**config.mk**
```make
export PLATFORM = sky130hd
export DESIGN_NAME = baro_pressure_compensator_unit
export DESIGN_NICKNAME = d
export VERILOG_FILES = /design/src/design/bpc_pkg.sv /design/src/design/baro_pressure_compensator_unit.sv
export SDC_FILE = /design/constraint.sdc
export NUM_CORES = 2
export LEC_CHECK = 0
export BUFFER_PORTS_ARGS = -buffer_cell sky130_fd_sc_hd__buf_2
export CAP_MARGIN = 10
export CORE_ASPECT_RATIO = 0.5
export CORE_MARGIN = 2
export CORE_UTILIZATION = 59
export DETAILED_ROUTE_END_ITERATION = 8
export GPL_TIMING_DRIVEN = 1
export PLACE_DENSITY = 0.75
export SYNTH_ARGS = -nofsm -noshare
export SYNTH_HDL_FRONTEND = slang
export SYNTH_SLANG_ARGS = --single-unit
```
**constraint.sdc**
```tcl
create_clock -name clk -period 29.1 [get_ports clk]
set_input_delay 4.365 -clock clk [delete_from_list [all_inputs] [get_ports clk]]
set_output_delay 4.365 -clock clk [all_outputs]
set_load 0.03 [all_outputs]
```
**src/design/bpc_pkg.sv**
```systemverilog
// ----------------------------------------------------------------------------
// bpc_pkg
// Types and constants shared by the barometric pressure compensator.
// ----------------------------------------------------------------------------
package bpc_pkg;

  localparam int NUM_REGS  = 7;
  localparam int CFG_IDX_W = 3;
  localparam int COEFF_W   = 16;
  localparam int RAW_W     = 24;

  localparam int DT_W      = 25;
  localparam int TEMP_W    = 20;
  localparam int WIDE_W    = 42;
  localparam int CORR_W    = 40;
  localparam int MUL_W     = 26;
  localparam int PROD_W    = 2 * MUL_W;
  localparam int ACC_W     = 66;
  localparam int PDIFF_W   = 48;
  localparam int FSUM_W    = 36;

  localparam int TOUT_W    = 15;
  localparam int PRES_W    = 17;
  localparam int IN_DATA_W  = 48;
  localparam int OUT_DATA_W = 40;

  localparam int TEMP_REF   = 2000;
  localparam int TEMP_COLD  = -1500;
  localparam int TEMP_MIN   = -4000;
  localparam int TEMP_MAX   = 8500;
  localparam int PRES_MIN   = 1000;
  localparam int PRES_MAX   = 120000;
  localparam int ALPHA_ON   = 6553;
  localparam int FILT_ROUND = 32768;

  typedef enum logic [CFG_IDX_W-1:0] {
    REG_SENS     = 3'd0,
    REG_OFF      = 3'd1,
    REG_TCS      = 3'd2,
    REG_TCO      = 3'd3,
    REG_TREF     = 3'd4,
    REG_TEMPSENS = 3'd5,
    REG_ALPHA    = 3'd6
  } bpc_reg_t;

  typedef enum logic [3:0] {
    ST_IDLE,
    ST_TEMP,
    ST_OFF,
    ST_SENS,
    ST_T2,
    ST_A2,
    ST_B2,
    ST_CORR,
    ST_APPLY,
    ST_PLO,
    ST_PHI,
    ST_PSUM,
    ST_PRES,
    ST_CLAMP,
    ST_FILT,
    ST_FOUT
  } bpc_state_t;

endpackage

```
**src/design/baro_pressure_compensator_unit.sv**
```systemverilog
// ----------------------------------------------------------------------------
// baro_pressure_compensator_unit
// Second-order compensated barometer: raw D1/D2 words plus six calibration
// words give temperature in 0.01 C and pressure in Pa, with optional smoothing.
// ----------------------------------------------------------------------------
// One input word is taken in idle and its result goes to the output register
// before the next word is taken, so the block processes one word at a time.
// The sequence runs on the one signed 26x26 multiplier, which is shared by
// all nine products (temperature, offset, sensitivity, the three squares,
// the two halves of the pressure product and the filter) under a sequencer.
// A finished result waits in the output register while the next word is
// processed; the last step stalls only if that register is still full.
// Configuration writes are taken in every cycle; indices past the list are
// dropped. The filter is used when alpha exceeds 6553 and is primed by the
// first filtered word.
module baro_pressure_compensator_unit (
  input  logic                          clk,
  input  logic                          rst_n,
  // raw_pressure [23:0], raw_temperature [47:24]
  input  logic [bpc_pkg::IN_DATA_W-1:0]  in_tdata,
  input  logic                          in_tvalid,
  output logic                          in_tready,
  // temperature_centi [14:0], pressure_pa [31:15], clipped [32], zero pad
  output logic [bpc_pkg::OUT_DATA_W-1:0] out_tdata,
  output logic                          out_tvalid,
  input  logic                          out_tready,
  input  logic [bpc_pkg::CFG_IDX_W-1:0]  cfg_index,
  input  logic [bpc_pkg::COEFF_W-1:0]    cfg_data,
  input  logic                          cfg_valid,
  output logic                          cfg_ready
);
  import bpc_pkg::*;

  bpc_state_t state_r, state_nxt;

  logic [COEFF_W-1:0] c1_r, c2_r, c3_r, c4_r, c5_r, c6_r, alpha_r;

  logic [RAW_W-1:0]          d1_r;
  logic signed [DT_W-1:0]    dt_r;
  logic signed [TEMP_W-1:0]  temp_r;
  logic signed [WIDE_W-1:0]  off_r, sens_r;
  logic signed [CORR_W-1:0]  t2_r, off2_r, sens2_r;
  logic signed [ACC_W-1:0]   acc_r;
  logic signed [PDIFF_W-1:0] pdiff_r;
  logic [PRES_W-1:0]         pres_r, filt_r;
  logic signed [TOUT_W-1:0]  tout_r;
  logic                      clip_r, primed_r;
  logic signed [PROD_W-1:0]  prod_r;

  logic                      out_valid_r;
  logic [OUT_DATA_W-1:0]     out_data_r;

  logic signed [MUL_W-1:0]   mul_a, mul_b;
  logic                      in_acc, out_load, filt_on, cold, vcold;

  logic signed [TEMP_W-1:0]  temp_calc, a_val, b_val;
  logic signed [WIDE_W-1:0]  off_calc, sens_calc;
  logic signed [CORR_W-1:0]  sq, five_sq, seven_sq, eleven_sq;
  logic signed [PDIFF_W-1:0] p_sh;
  logic [PRES_W-1:0]         pres_calc, old_val;
  logic signed [TOUT_W-1:0]  tout_calc;
  logic                      clip_calc;
  logic signed [PRES_W:0]    fdiff;
  logic signed [FSUM_W-1:0]  fsum;
  logic [PRES_W-1:0]         fres;

  assign in_acc    = in_tvalid && in_tready;
  assign filt_on   = (alpha_r > COEFF_W'(ALPHA_ON));
  assign cold      = (temp_r < TEMP_W'(TEMP_REF));
  assign vcold     = (temp_r < TEMP_W'(TEMP_COLD));
  assign out_load  = (state_r == ST_FOUT) && (!out_valid_r || out_tready);
  assign cfg_ready = 1'b1;
  assign out_tvalid = out_valid_r;
  assign out_tdata  = out_data_r;

  // datapath arithmetic
  always_comb begin
    temp_calc = TEMP_W'(TEMP_REF) + TEMP_W'(prod_r >>> 23);
    off_calc  = WIDE_W'({c2_r, 16'b0}) + WIDE_W'(prod_r >>> 7);
    sens_calc = WIDE_W'({c1_r, 15'b0}) + WIDE_W'(prod_r >>> 8);
    a_val     = temp_r - TEMP_W'(TEMP_REF);
    b_val     = temp_r - TEMP_W'(TEMP_COLD);
    sq        = CORR_W'(prod_r);
    five_sq   = (sq <<< 2) + sq;
    seven_sq  = (sq <<< 3) - sq;
    eleven_sq = (sq <<< 3) + (sq <<< 1) + sq;

    p_sh      = pdiff_r >>> 15;
    clip_calc = 1'b0;
    if (p_sh < PDIFF_W'(PRES_MIN)) begin
      pres_calc = PRES_W'(PRES_MIN);
      clip_calc = 1'b1;
    end else if (p_sh > PDIFF_W'(PRES_MAX)) begin
      pres_calc = PRES_W'(PRES_MAX);
      clip_calc = 1'b1;
    end else begin
      pres_calc = p_sh[PRES_W-1:0];
    end
    if (temp_r < TEMP_W'(TEMP_MIN)) begin
      tout_calc = TOUT_W'(TEMP_MIN);
      clip_calc = 1'b1;
    end else if (temp_r > TEMP_W'(TEMP_MAX)) begin
      tout_calc = TOUT_W'(TEMP_MAX);
      clip_calc = 1'b1;
    end else begin
      tout_calc = temp_r[TOUT_W-1:0];
    end

    old_val = primed_r ? filt_r : pres_r;
    fdiff   = $signed({1'b0, old_val}) - $signed({1'b0, pres_r});
    fsum    = $signed(FSUM_W'({pres_r, 16'b0})) + FSUM_W'(prod_r)
              + FSUM_W'(FILT_ROUND);
    fres    = fsum[PRES_W+15:16];
  end

  // next state
  always_comb begin
    state_nxt = state_r;
    unique case (state_r)
      ST_IDLE:  if (in_acc) state_nxt = ST_TEMP;
      ST_TEMP:  state_nxt = ST_OFF;
      ST_OFF:   state_nxt = ST_SENS;
      ST_SENS:  state_nxt = ST_T2;
      ST_T2:    state_nxt = ST_A2;
      ST_A2:    state_nxt = ST_B2;
      ST_B2:    state_nxt = ST_CORR;
      ST_CORR:  state_nxt = ST_APPLY;
      ST_APPLY: state_nxt = ST_PLO;
      ST_PLO:   state_nxt = ST_PHI;
      ST_PHI:   state_nxt = ST_PSUM;
      ST_PSUM:  state_nxt = ST_PRES;
      ST_PRES:  state_nxt = ST_CLAMP;
      ST_CLAMP: state_nxt = ST_FILT;
      ST_FILT:  state_nxt = ST_FOUT;
      ST_FOUT:  if (out_load) state_nxt = ST_IDLE;
    endcase
  end

  // sequencer outputs: handshake and multiplier operands
  always_comb begin
    in_tready = (state_r == ST_IDLE);
    mul_a     = '0;
    mul_b     = '0;
    unique case (state_r)
      ST_TEMP: begin
        mul_a = MUL_W'(dt_r);
        mul_b = $signed(MUL_W'(c6_r));
      end
      ST_OFF: begin
        mul_a = MUL_W'(dt_r);
        mul_b = $signed(MUL_W'(c4_r));
      end
      ST_SENS: begin
        mul_a = MUL_W'(dt_r);
        mul_b = $signed(MUL_W'(c3_r));
      end
      ST_T2: begin
        mul_a = MUL_W'(dt_r);
        mul_b = MUL_W'(dt_r);
      end
      ST_A2: begin
        mul_a = MUL_W'(a_val);
        mul_b = MUL_W'(a_val);
      end
      ST_B2: begin
        mul_a = MUL_W'(b_val);
        mul_b = MUL_W'(b_val);
      end
      ST_PLO: begin
        mul_a = $signed(MUL_W'(d1_r));
        mul_b = $signed(MUL_W'(sens_r[19:0]));
      end
      ST_PHI: begin
        mul_a = $signed(MUL_W'(d1_r));
        mul_b = MUL_W'(sens_r >>> 20);
      end
      ST_FILT, ST_FOUT: begin
        mul_a = MUL_W'(fdiff);
        mul_b = $signed(MUL_W'(alpha_r));
      end
      default: ;
    endcase
  end

  always_ff @(posedge clk) begin
    prod_r <= mul_a * mul_b;
    unique case (state_r)
      ST_IDLE: if (in_acc) begin
        d1_r <= in_tdata[RAW_W-1:0];
        dt_r <= $signed({1'b0, in_tdata[2*RAW_W-1:RAW_W]})
                - $signed({1'b0, c5_r, 8'b0});
      end
      ST_OFF:  temp_r <= temp_calc;
      ST_SENS: off_r  <= off_calc;
      ST_T2:   sens_r <= sens_calc;
      ST_A2:   t2_r   <= cold ? CORR_W'(prod_r >>> 31) : '0;
      ST_B2: begin
        off2_r  <= cold ? (five_sq >>> 1) : '0;
        sens2_r <= cold ? (five_sq >>> 2) : '0;
      end
      ST_CORR: if (vcold) begin
        off2_r  <= off2_r + seven_sq;
        sens2_r <= sens2_r + (eleven_sq >>> 1);
      end
      ST_APPLY: begin
        temp_r <= temp_r - TEMP_W'(t2_r);
        off_r  <= off_r - WIDE_W'(off2_r);
        sens_r <= sens_r - WIDE_W'(sens2_r);
      end
      ST_PHI:   acc_r   <= ACC_W'(prod_r);
      ST_PSUM:  acc_r   <= acc_r + (ACC_W'(prod_r) <<< 20);
      ST_PRES:  pdiff_r <= PDIFF_W'(acc_r >>> 21) - PDIFF_W'(off_r);
      ST_CLAMP: begin
        pres_r <= pres_calc;
        tout_r <= tout_calc;
        clip_r <= clip_calc;
      end
      default: ;
    endcase
    if (out_load) begin
      out_data_r <= {(OUT_DATA_W-PRES_W-TOUT_W-1)'(0), clip_r,
                     filt_on ? fres : pres_r, tout_r};
    end
  end

  // control state
  always_ff @(posedge clk) begin
    if (!rst_n) begin
      state_r     <= ST_IDLE;
      out_valid_r <= 1'b0;
      primed_r    <= 1'b0;
      filt_r      <= '0;
      c1_r        <= '0;
      c2_r        <= '0;
      c3_r        <= '0;
      c4_r        <= '0;
      c5_r        <= '0;
      c6_r        <= '0;
      alpha_r     <= '0;
    end else begin
      state_r <= state_nxt;
      if (out_load) begin
        out_valid_r <= 1'b1;
      end else if (out_tready) begin
        out_valid_r <= 1'b0;
      end
      if (out_load && filt_on) begin
        filt_r   <= fres;
        primed_r <= 1'b1;
      end
      if (cfg_valid && cfg_ready) begin
        unique case (cfg_index)
          REG_SENS:     c1_r    <= cfg_data;
          REG_OFF:      c2_r    <= cfg_data;
          REG_TCS:      c3_r    <= cfg_data;
          REG_TCO:      c4_r    <= cfg_data;
          REG_TREF:     c5_r    <= cfg_data;
          REG_TEMPSENS: c6_r    <= cfg_data;
          REG_ALPHA:    alpha_r <= cfg_data;
          default: ;
        endcase
      end
    end
  end

  a_accept_starts: assert property (@(posedge clk) disable iff (!rst_n)
    in_acc |=> (state_r == ST_TEMP))
    else $error("accepted word did not start the sequence");

  a_primed_sticky: assert property (@(posedge clk) disable iff (!rst_n)
    primed_r |=> primed_r)
    else $error("filter lost its primed state");

  a_temp_range: assert property (@(posedge clk) disable iff (!rst_n)
    out_valid_r |-> ($signed(out_data_r[TOUT_W-1:0]) >= TOUT_W'(TEMP_MIN)
                  && $signed(out_data_r[TOUT_W-1:0]) <= TOUT_W'(TEMP_MAX)))
    else $error("temperature out of range");

  a_pres_range: assert property (@(posedge clk) disable iff (!rst_n)
    out_valid_r |-> (out_data_r[TOUT_W+PRES_W-1:TOUT_W] >= PRES_W'(PRES_MIN)
                  && out_data_r[TOUT_W+PRES_W-1:TOUT_W] <= PRES_W'(PRES_MAX)))
    else $error("pressure out of range");

endmodule

```
# == After elaboration in Yosys (flattened, before gate mapping) ==
# Cells that the tools add are included.
# op_classes
addsub,20
mul,1
n_lt_le_gt_ge,7
eq_ne,24
muxes,22
reduce_logical,29
# ops
cell,n
26-bit one-hot mux with 9 select lines,1
42-bit one-hot mux with 2 select lines,2
40-bit adder,4
40-bit one-hot mux with 2 select lines,2
66-bit one-hot mux with 2 select lines,1
26-bit one-hot mux with 5 select lines,1
42-bit by 40-bit subtractor with 42-bit output,2
40-bit two-way mux,2
66-bit adder,1
4-bit one-hot mux with 16 select lines,1
26-bit by 26-bit multiplier with 52-bit output,1
17-bit two-way mux,3
45-bit by 42-bit subtractor with 46-bit output,1
31-bit by 42-bit adder with 42-bit output,1
32-bit by 42-bit adder with 42-bit output,1
40-bit by 39-bit adder with 40-bit output,1
"20-bit by 12-bit < comparator with 1-bit output, second input constant",2
20-bit one-hot mux with 2 select lines,1
"20-bit by 12-bit subtractor with 20-bit output, second input constant",2
40-bit subtractor,1
39-bit two-way mux,1
38-bit two-way mux,1
"33-bit by 17-bit adder with 33-bit output, second input constant",1
33-bit adder,1
other kinds (31),68
# totals
regBits,618
in_bits,72
out_inout_bits,43
word_cells,131

# == Longest topological paths before layout ==
# logic_depth
depth_word,5
ltp_mapped,42
depth_no_buf,39

# == Worst setup path after synthesis ==
# OpenSTA, ideal clock, no wires.
# synth_path
kind,reg-to-reg
start,reg primed_r
end,reg prod_r[51]
setup_ns,0.128
t_arrival_ns,9.456
required_time_ns,28.972
slack_ns,19.516
path_stages_with_launch,38
path_buffers,4
period_less_slack_ns,9.584
path_cell_list,dfxtp_1 clkbuf_1 clkbuf_1 o21ai_0 ha_1 a21oi_1 nor3b_1 a211oi_1 o41ai_2 a21boi_0 o211ai_1 mux2i_1 a211o_1 buf_2 clkbuf_1 nand2_1 fa_1 inv_1 [... 2 more ...] fa_1 inv_1 fa_1 fa_1 fa_1 inv_1 fa_1 inv_1 ha_1 nand4_1 or3_1 o211ai_1 o2111ai_1 o21ai_0 a31oi_1 o21ai_0 mux2i_1 nand4_1
# synth_between
elab_chain_cells,4
# synth_rtl
item,line_no,rtl
from (decl),baro_pressure_compensator_unit.sv:47,"logic clip_r, primed_r;"
from (signal assigned),baro_pressure_compensator_unit.sv:231,primed_r <= 1'b0;
from (signal assigned),baro_pressure_compensator_unit.sv:249,primed_r <= 1'b1;
17-bit two-way mux,baro_pressure_compensator_unit.sv:109,old_val = primed_r ? filt_r : pres_r;
17-bit by 17-bit subtractor with 18-bit output,baro_pressure_compensator_unit.sv:110,"fdiff = $signed({1'b0, old_val}) - $signed({1'b0, pres_r});"
26-bit one-hot mux with 5 select lines,baro_pressure_compensator_unit.sv:144,unique case (state_r)
26-bit by 26-bit multiplier with 52-bit output,baro_pressure_compensator_unit.sv:186,prod_r <= mul_a * mul_b;
to (signal assigned),baro_pressure_compensator_unit.sv:186,
to (decl),baro_pressure_compensator_unit.sv:48,logic signed [PROD_W-1:0] prod_r;
# No other way between the ends.
# A chain may end at the register's enable or synchronous reset.

# == Final worst setup path ==
# layout_path
start,reg primed_r
end,reg prod_r[48]
# Same word-level chain as after synthesis.

==> flow_summary.yaml <==
outcome:
  status: "finished with violations"
  violations: "design-rule violations"
route:
  drt-vias-per-instance: 6.17
  antenna_left: 0
  num_vias: 59439
  dr.pass1.iters: 9
  wl_per_cell_um: 23.6
  drc: 1
  drt-initial-drc-count: 7015
  routed_wl_mm: 228
flow_run:
  max-cap-violations: 0
global_route:
  antenna_found_initial: 12
  grtUsageMet3_pct: 9.61
  grt_pass1_vias: 57575
  grtUsageTotal_pct: 37.3
  busiest_layer: "met2"
  gr-total-overflow: 0
  grt_max_degree: 76
  met2_usage_pct: 56.0
  grt_pass1_wl_mm: 344
  met1_usage_pct: 50.7
worst_setup_path:
  critPathCapture: "prod_r[48]$_DFF_P_"
  path_common_cell: "fa_1"
  cpPeakStageDelay_ns: 0.98
  cp_max_fo: 34
  start_kind: "register"
  crit_arrival_ns: 12.58
  cp.required_ns: 29.69
  worstRegToRegCells: 35
  r2r-end: "prod_r[48]$_DFF_P_"
  cpMaxStageDelayCell: "dfxtp_1"
  reg2reg_from: "primed_r$_SDFFE_PN0P_"
  end_kind: "register"
  critPathLaunch: "primed_r$_SDFFE_PN0P_"
  ff2ff_setup_slack_ns: 17.10
  criticalPathCategory: "reg -> reg"
cells_and_area:
  regArea_um2: 15600
  final_nets: 9418
  num-fill-cells: 10014
  multi_input_area_um2: 49200
  area_growth_pct: 6.35
  fin_area_um2: 74700
  drive_above_1_share_pct: 5.20
timing:
  fmax_mhz: 83.4
  fin_hold_ws_ns: 0.411
  finalSetupViolCount: 0
  finalHoldViolCount: 0
  slew_headroom_pct: 12.2
  slew_viol_final: 0
  fin_crit_sh_pct: 41.2
  period_minus_slack_ns: 12.00
  layout_setup_ws_ns: 17.10
  tns_ns: 0
  rsz0062_at_grt: "no"
  clock_skew_ns: 0.0659
  tightest_slew_ns: 1.31
floorplan:
  ios: 115
  die_h_um: 248
  coreArea_um2: 118000
  num_rows: 89
  initial_utilization_pct: 59.5
  dieArea_um2: 122000
  die_w_um: 492
logic_synthesis:
  synth_largest_area_cell: "fa_1"
  synth_flop_cell: "edfxtp_1"
  synthTopCellsByArea: "fa_1 22%, edfxtp_1 17%, ha_1 10%"
  yosysSeqAreaShare_pct: 22.3
  syn_area_per_cell_um2: 8.80
  async_flop_share_pct: 0
  mappedNetlistArea_um2: 70200
  ys_types: 98
  yosys.area.top_type_share_pct: 22.2
  synth_edf_count: 396
  synth-seq-cells: 583
  yosys_warnings: 0
  synth_common_cells: "1191 x inv_1, 1070 x nand2_1, 779 x fa_1"
  synthMostInstantiatedCell: "inv_1"
  postSynthCellCount: 7975
power:
  combPwrFrac_pct: 78.3
  seq_power_share_pct: 12.6
  power.internal_mw: 4.16
  leakage_nw: 34.6
  p_switching_mw: 4.82
  power_density_nw_per_um2: 120
  peakVddDrop_mv: 0.122
  swShare_pct: 53.6
  clkPwrFrac_pct: 9.0
placed_design:
  placed_area_um2: 72700
  portBuffers: 106
  dpl_worst_slack_ns: 17.24
  dp_hpwl_mm: 180
  gp_congestion: 1.03
clock_network:
  numCtsBuffers: 60
  cts_buffer_depth: 3
  clk_latency_ns: 0.71
  post-cts-setup-buffer-count: 0
  h-tree-depth: 2
  cts_tree: "yes"
  clock-sinks: 583
  root_buffer: "clkbuf_16"
  clk_pin_slew_ns: 0.09
  cts_resized: 0
  ctsHoldBuffers: 0
min_path:
  min_path_type: "reg -> reg"
per-layer routing:
metal	part of all wire [%]	wire, um	up-vias
met5	0.012	28	-
met4	5.6	12700	4
met2	42	95500	3151
met1	40	90900	28911
li1	-	-	26753
met3	13	28700	620
worst min path at each step:
stage          slack, ns  cells after the start                      from                       to
6_report            0.41                      0  tout_r[10]$_SDFFCE_PP0P_  out_tdata[10]$_DFFE_PP_
5_1_grt             0.42                      0  tout_r[14]$_SDFFCE_PP1P_  out_tdata[14]$_DFFE_PP_
4_1_cts             0.41                      0  tout_r[10]$_SDFFCE_PP0P_  out_tdata[10]$_DFFE_PP_
3_5_place_dp        0.40                      0   tout_r[4]$_SDFFCE_PP0P_   out_tdata[4]$_DFFE_PP_
3_3_place_gp        0.40                      0   tout_r[2]$_SDFFCE_PP0P_   out_tdata[2]$_DFFE_PP_
2_1_floorplan       0.40                      0   tout_r[0]$_SDFFCE_PP0P_   out_tdata[0]$_DFFE_PP_
cell type report:
| cell class | instances | share of cell area, % |
|---|---|---|
| diodes | 4 | 0.0134 |
| clock buffers | 80 | 2.23 |
| clock inverters | 34 | 0.444 |
| inverters | 1194 | 6.00 |
| multi-input cells | 5929 | 65.9 |
| flip-flops and latches | 583 | 20.9 |
| well taps | 1592 | 2.67 |
| repair buffers | 218 | 1.84 |
cells in the final DEF, fill, tap and decap left out, types with 111 or more instances in the layout:
cell type / n
nand3_1: 115
xor2_1: 161
dfxtp_1: 187
nand2_1: 1069
a21oi_1: 474
fa_1: 779
inv_1: 1191
ha_1: 581
o21ai_0: 413
xnor2_1: 259
buf_4: 111
a21o_1: 239
edfxtp_1: 396
nor2_1: 485
power by group through the flow:
| stage | Sequential (mW) | Clock [mW] | Combinational [mW] |
|---|---|---|---|
| global route | 1.14 | 0.844 | 7.73 |
| floorplan | 1.14 | 0 | 4.93 |
| CTS | 1.13 | 0.814 | 6.88 |
| detailed placement | 1.14 | 0 | 6.80 |
| finish | 1.14 | 0.812 | 7.03 |
| global placement | 1.15 | 0 | 6.74 |
state kept, by name, summed over array words and instances, names as in the netlist, 31 cells and up:
register	count
out_tdata	33
sens_r	42
acc_r	46
off_r	42
pdiff_r	31
prod_r	52
off2_r	40
sens2_r	40
metrics by stage:
stage                     power [mW]  instances  util (%)
final                           8.98       9634      63.3
after global placement          7.88       9515      61.6
after global routing            9.71       9630      63.3
after CTS                       8.82       9629      63.3
after floorplan                 6.07       7981         -
after detailed placement        7.95       9515      61.6
worst max-delay path, delay by kind of cell (launching register included):
family	cells	cell delay (ns)
compound gates	12	4.33
mux	1	0.30
buf+inv	6	0.32
fa+ha+maj	9	4.29
simple gates	7	1.69
flops	1	0.98
kinds of logic after synthesis:
| logic type | after synthesis | share of synthesized area (%) |
|---|---|---|
| DFF | 583 | 22.3 |
| adders and majority gates | 1360 | 32.6 |
| AOI/OAI and AO/OA | 1824 | 17.0 |
| xor gates and xnor gates | 421 | 5.27 |
| buffers and inverters | 1469 | 7.93 |
| and+or+nand+nor | 2291 | 14.6 |
| other | 2 | 0.0107 |
| muxes | 25 | 0.380 |
Note: power is estimated with default switching activity, not from simulation.
